**config.mk**
```make
export PLATFORM = sky130hd
export DESIGN_NAME = xalu_front
export DESIGN_NICKNAME = d
export VERILOG_FILES = /design/src/hdl/xalu_pkg.sv /design/src/hdl/xalu_front.sv
export SDC_FILE = /design/constraint.sdc
export NUM_CORES = 1
export LEC_CHECK = 0
export ABC_AREA = 1
export BUFFER_PORTS_ARGS = -buffer_cell sky130_fd_sc_hd__buf_2
export CORE_ASPECT_RATIO = 1.5
export CORE_MARGIN = 3
export CORE_UTILIZATION = 48
export CTS_CLUSTER_DIAMETER = 80
export DETAILED_ROUTE_END_ITERATION = 7
export PLACE_DENSITY = 0.84
export SKIP_LAST_GASP = 1
export SLEW_MARGIN = 40
export SYNTH_ARGS = -nofsm -noshare
export SYNTH_HDL_FRONTEND = slang
export SYNTH_SLANG_ARGS = --single-unit
```
**constraint.sdc**
```tcl
create_clock -name clk -period 6.6 [get_ports clk]
set_input_delay 0.33 -clock clk [delete_from_list [all_inputs] [get_ports clk]]
set_output_delay 0.33 -clock clk [all_outputs]
set_load 0.05 [all_outputs]
```
**src/hdl/xalu_pkg.sv**
```systemverilog
package xalu_pkg;

  // Operation codes carried by req_type.
  localparam logic [4:0] OP_ADD  = 5'd0;
  localparam logic [4:0] OP_ADC  = 5'd1;
  localparam logic [4:0] OP_SUB  = 5'd2;
  localparam logic [4:0] OP_SBB  = 5'd3;
  localparam logic [4:0] OP_AND  = 5'd4;
  localparam logic [4:0] OP_OR   = 5'd5;
  localparam logic [4:0] OP_XOR  = 5'd6;
  localparam logic [4:0] OP_SHL  = 5'd7;
  localparam logic [4:0] OP_SAL  = 5'd8;
  localparam logic [4:0] OP_SHR  = 5'd9;
  localparam logic [4:0] OP_SAR  = 5'd10;
  localparam logic [4:0] OP_MUL  = 5'd11;
  localparam logic [4:0] OP_IMUL = 5'd12;
  localparam logic [4:0] OP_DIV  = 5'd13;
  localparam logic [4:0] OP_IDIV = 5'd14;
  localparam logic [4:0] OP_MOD  = 5'd15;
  localparam logic [4:0] OP_IMOD = 5'd16;

  // Width codes: 8 << code bits.
  localparam logic [1:0] WC_8    = 2'd0;
  localparam logic [1:0] WC_16   = 2'd1;
  localparam logic [1:0] WC_32   = 2'd2;
  localparam logic [1:0] WC_64   = 2'd3;
  // Widest width outside division (a 32-bit machine word).
  localparam logic [1:0] WC_WORD = WC_32;

  // Bit positions in the stored flag vector.
  localparam int F_CF = 0;
  localparam int F_PF = 1;
  localparam int F_ZF = 2;
  localparam int F_SF = 3;
  localparam int F_OF = 4;

  localparam int QUEUE_DEPTH = 2;

  typedef struct packed {
    logic [4:0]  op;
    logic [1:0]  wc;
    logic [63:0] a;
    logic [63:0] b;
  } xalu_item_t;

  typedef enum logic [1:0] {
    S_IDLE,
    S_MUL,
    S_DIV
  } back_state_t;

  function automatic logic [63:0] width_mask(input logic [1:0] wc);
    logic [63:0] m;
    unique case (wc)
      WC_8:    m = 64'h0000_0000_0000_00FF;
      WC_16:   m = 64'h0000_0000_0000_FFFF;
      WC_32:   m = 64'h0000_0000_FFFF_FFFF;
      default: m = 64'hFFFF_FFFF_FFFF_FFFF;
    endcase
    return m;
  endfunction

  function automatic logic top_bit(input logic [63:0] v, input logic [1:0] wc);
    logic t;
    unique case (wc)
      WC_8:    t = v[7];
      WC_16:   t = v[15];
      WC_32:   t = v[31];
      default: t = v[63];
    endcase
    return t;
  endfunction

  function automatic logic [63:0] sign_widen(input logic [63:0] v, input logic [1:0] wc);
    logic [63:0] m;
    m = width_mask(wc);
    return top_bit(v, wc) ? (v | ~m) : (v & m);
  endfunction

  function automatic logic [6:0] width_bits(input logic [1:0] wc);
    return 7'd8 << wc;
  endfunction

endpackage

```
**src/hdl/xalu_front.sv**
```systemverilog
module xalu_front (
  input  logic                   clk,
  input  logic                   rst_n,
  input  logic                   in_valid,
  output logic                   in_stall,
  input  logic [4:0]             in_req_type,
  input  logic [63:0]            in_src_operand,
  input  logic [63:0]            in_dest_operand,
  input  logic [1:0]             in_size_code,
  output logic                   q_valid,
  output xalu_pkg::xalu_item_t   q_item,
  input  logic                   q_take
);
  import xalu_pkg::*;

  xalu_item_t  qmem [QUEUE_DEPTH];
  logic        wr_ptr_r, wr_ptr_nxt;
  logic        rd_ptr_r, rd_ptr_nxt;
  logic [1:0]  count_r, count_nxt;
  logic        push;
  logic        is_div;
  logic [1:0]  wc;
  xalu_item_t  cls;

  // Division alone may run at 64 bits; all else is capped at the word width.
  always_comb begin
    is_div = (in_req_type == OP_DIV) || (in_req_type == OP_IDIV) ||
             (in_req_type == OP_MOD) || (in_req_type == OP_IMOD);
    wc = (!is_div && in_size_code == WC_64) ? WC_WORD : in_size_code;
    cls.op = in_req_type;
    cls.wc = wc;
    cls.a  = in_dest_operand & width_mask(wc);
    cls.b  = in_src_operand & width_mask(wc);
  end

  assign in_stall = (count_r == 2'(QUEUE_DEPTH));
  assign push     = in_valid && !in_stall;
  assign q_valid  = (count_r != 2'd0);
  assign q_item   = qmem[rd_ptr_r];

  always_comb begin
    wr_ptr_nxt = push ? !wr_ptr_r : wr_ptr_r;
    rd_ptr_nxt = q_take ? !rd_ptr_r : rd_ptr_r;
    count_nxt  = count_r + {1'b0, push} - {1'b0, q_take};
  end

  always_ff @(posedge clk) begin
    if (!rst_n) begin
      wr_ptr_r <= 1'b0;
      rd_ptr_r <= 1'b0;
      count_r  <= 2'd0;
    end else begin
      wr_ptr_r <= wr_ptr_nxt;
      rd_ptr_r <= rd_ptr_nxt;
      count_r  <= count_nxt;
    end
  end

  always_ff @(posedge clk) begin
    if (push) begin
      qmem[wr_ptr_r] <= cls;
    end
  end

endmodule

```
==> results by group <==
Routing
  – Final ANT Viol Nets: 0
  – Iteration-0 DRC Markers: about 360
  – Post-DR wirelength/cell: 16.84 µm
  – Final wirelength: around 22000 µm
  – Vias per cell: 4.781
  – DRC Markers: 0
  – DRT Pass-1 Iters: 5
  – Via count: 6382

GRT
  – Congestion Overflow GR: 0
  – First-pass GRT wire length: around 34000 µm
  – Total track usage: 17.24%
  – Vias in the first global route: roughly 6900
  – Initial antenna violation count: 7
  – Largest net degree at the start of global routing: 70

Setup path
  – CP startpoint kind: flip-flop
  – Worst setup EP type: output pin
  – Critical Path AT: 2.25 ns
  – Critical path type: reg -> out
  – Required @ worst endpoint: 6.27 ns
  – Crit Path Max Fanout: 61

Timing
  – Final TNS setup: 0 ns
  – Max Freq: 0.3870 GHz
  – Tcrit/Tclk final: between 30% and 40%
  – Max Slew Vio Count: 0
  – # setup viols final: 0
  – Worst clock skew: 0.005837 ns
  – Final Hold Fails: 0
  – Unrepaired setup endpoints after global routing: false
  – Slew margin rel.: between 50 and 60%
  – Final min period: 2.584 ns
  – Worst-Margin Slew: a little over 0.7 ns

Cells and area
  – Register area: 8212 µm²
  – Nets: roughly 1100
  – Multi-input gate area: between 2000 and 2500 µm²
  – Area grow syn2layout: 23.46%
  – Layout cells sized above 1: 48.08%
  – Layout Cells excl Fill: 1335
  – Number of fill cells: around 1700

Floorplan
  – Die area: 25330 µm²
  – Die H: about 190 µm
  – Die width: about 130 µm
  – # rows: a little under 70
  – Starting Density: 48.76%
  – Top-level I/O count: 276
  – Core area: 23060 µm²

Clocking
  – Post-CTS Resized: 0
  – Root buffer cell: clkbuf_16
  – Clock sink count: 275
  – CTS tree: done
  – Clk slew on worst S/H paths: 0.06 ns
  – Postcts setup bufs: 0
  – Clock Latency Late Sink: roughly 0.5 ns
  – Inserted Clock Buffers: 25
  – Clock buffer depth: 3
  – H-tree Lvls: 1

Synth
  – Yosys cell types: 22
  – Mux cell area share after synthesis: 15.19%
  – Largest family of logic cells by synthesized area: multiplexers
  – Syn Inst Count: 700
  – Mapped cell area: between 10000 and 15000 µm²
  – FF+latch count, synth: 275
  – Syn_area_per_cell: 16.06 µm²
  – Post-synthesis simple-gate area fraction: under 10%
  – Register area share after synthesis: 73.01%
  – Synth warnings: 0
  – Synth Area in Adders: 0.2226%
  – Post-Synth XOR/XNOR Area: 0.07791%
  – Post-synthesis compound-gate area fraction: 0.1336%
  – Post-Syn Nets: 841

Power and ir drop
  – Leakage: 6.019 nW
  – Worst ir drop on vdd: 251.0 µV
  – Power Dens Cells: approximately 320 nW/µm²

Place
  – Port Buffers: about 280
  – Final GP Congestion: about 0.77
  – HPWL after DPL: 14780 µm
  – Placed insts: 1273

Hold path
  – Hold Path Class: in -> reg

Outcome
  – Status: finished, final reports clean

Run
  – Max-cap violations: 0
==> cell families after synthesis <==
| logic type | Yosys count |
|---|---|
| xor gates and xnor gates | 1 |
| DFF | 275 |
| buffers and inverters | 147 |
| adders and majority gates | 2 |
| and+or+nand+nor | 137 |
| AOI/OAI and AO/OA | 3 |
| muxes | 135 |
==> power breakdown <==
part	internal (mW)	total [mW]	switching (mW)	leakage (nW)
sequential	2.10	2.14	0.0399	2.65
combinational	0.256	0.917	0.661	2.99
clock	0.811	1.38	0.571	0.374
total	3.17	4.44	1.27	6.02
==> sequential cells by signal, summed over array words and instances, names as in the netlist, named ones only <==
| signal | cells |
|---|---|
| qmem | 270 |
| count_r | 2 |
| rd_ptr_r | 1 |
| wr_ptr_r | 1 |
==> final cells by class <==
type / count / share of cell area, %
Inverter: 120 / 3.245
Clock buffer: 34 / 4.751
Timing Repair Buffer: 300 / 11.88
Tap cell: 315 / 2.840
Sequential cell: 275 / 59.16
Clock inverter: 8 / 0.8023
Antenna cell: 5 / 0.09015
Multi-Input combinational cell: 278 / 17.23
==> synth_stat cells <==
cell type	number	area [µm²]
buf_2	10	50.05
a21oi_1	1	5.000
clkbuf_1	4	15.01
edfxtp_1	270	8108
ha_1	2	25.02
nand2_1	39	146.4
o21ai_0	1	5.000
buf_6	12	135.1
nand2_2	1	6.260
buf_4	1	7.510
nand3_4	1	17.52
nand3_1	2	10.01
nor2_2	31	193.9
o21ai_1	1	5.000
mux2_4	50	750.7
dfxtp_1	5	100.1
xnor2_1	1	8.760
or2_2	1	6.260
nor2_1	61	229.0
mux2_2	85	957.2
inv_1	120	450.4
nand3_2	1	10.01
==> cells in the final DEF (no fill, tap or decap), drive strengths merged <==
cell and count:
bufinv 3, dlygate4sd3 15, mux2 135, edfxtp 270
ha 2, buf 285, a21oi 1, clkbuf 34
xnor2 1, nand2 40, nor2 92, or2 1
o21ai 2, dfxtp 5, nand3 4, clkinv 5
diode 5, inv 120
==> metrics by stage <==
| stage | utilization [%] | setup WS [ns] | hold WS [ns] | cell area (µm²) | power (mW) |
|---|---|---|---|---|---|
| 6_report | 60.20 | 4.016 | 0.02894 | 13880 | 4.443 |
| 5_1_grt | 60.20 | 3.909 | 0.002974 | 13880 | 4.617 |
| 3_5_place_dp | 56.15 | 4.230 | 0.5150 | 12950 | 3.101 |
| 3_3_place_gp | 55.88 | 3.813 | 0.4788 | 12880 | 3.078 |
| 4_1_cts | 60.14 | 3.980 | 0.001062 | 13870 | 4.498 |
| 2_1_floorplan | - | -0.1500 | 0.4235 | 11240 | 2.902 |
==> layer usage <==
metal | track usage [%] | up-vias | wire, µm
met5 | 0 | - | 27
met4 | 7.587 | 4 | 969
met3 | 3.177 | 67 | 1265
met2 | 32.18 | 238 | 12240
met1 | 18.27 | 3068 | 7975
li1 | - | 3005 | -
==> critical path: stages (launching register included) <==
cell     delay, ns
dfxtp_4       0.46
buf_6         0.57
mux2_2        0.43
buf_2         0.22
==> timing repair <==
| item | CTS | global route |
|---|---|---|
| setup endpoints to repair | 0 | 0 |
| endpoints found under the hold margin | 30 | 0 |
| hold buffers | 15 | 0 |
==> worst paths after layout <==
check | startpoint | slack [ns] | endpoint | cells after the start
worst max register to register | count_r[1] | 4.26 | qmem[0][93] | 5
worst min-delay path | in_src_operand[3] | 0.03 | qmem[1][3] | 1
worst max-delay path | flip-flop | 4.02 | q_item[31] | 3
worst min register to register | rd_ptr_r | 0.53 | rd_ptr_r | 2
Power figures use the tool's default switching activity.
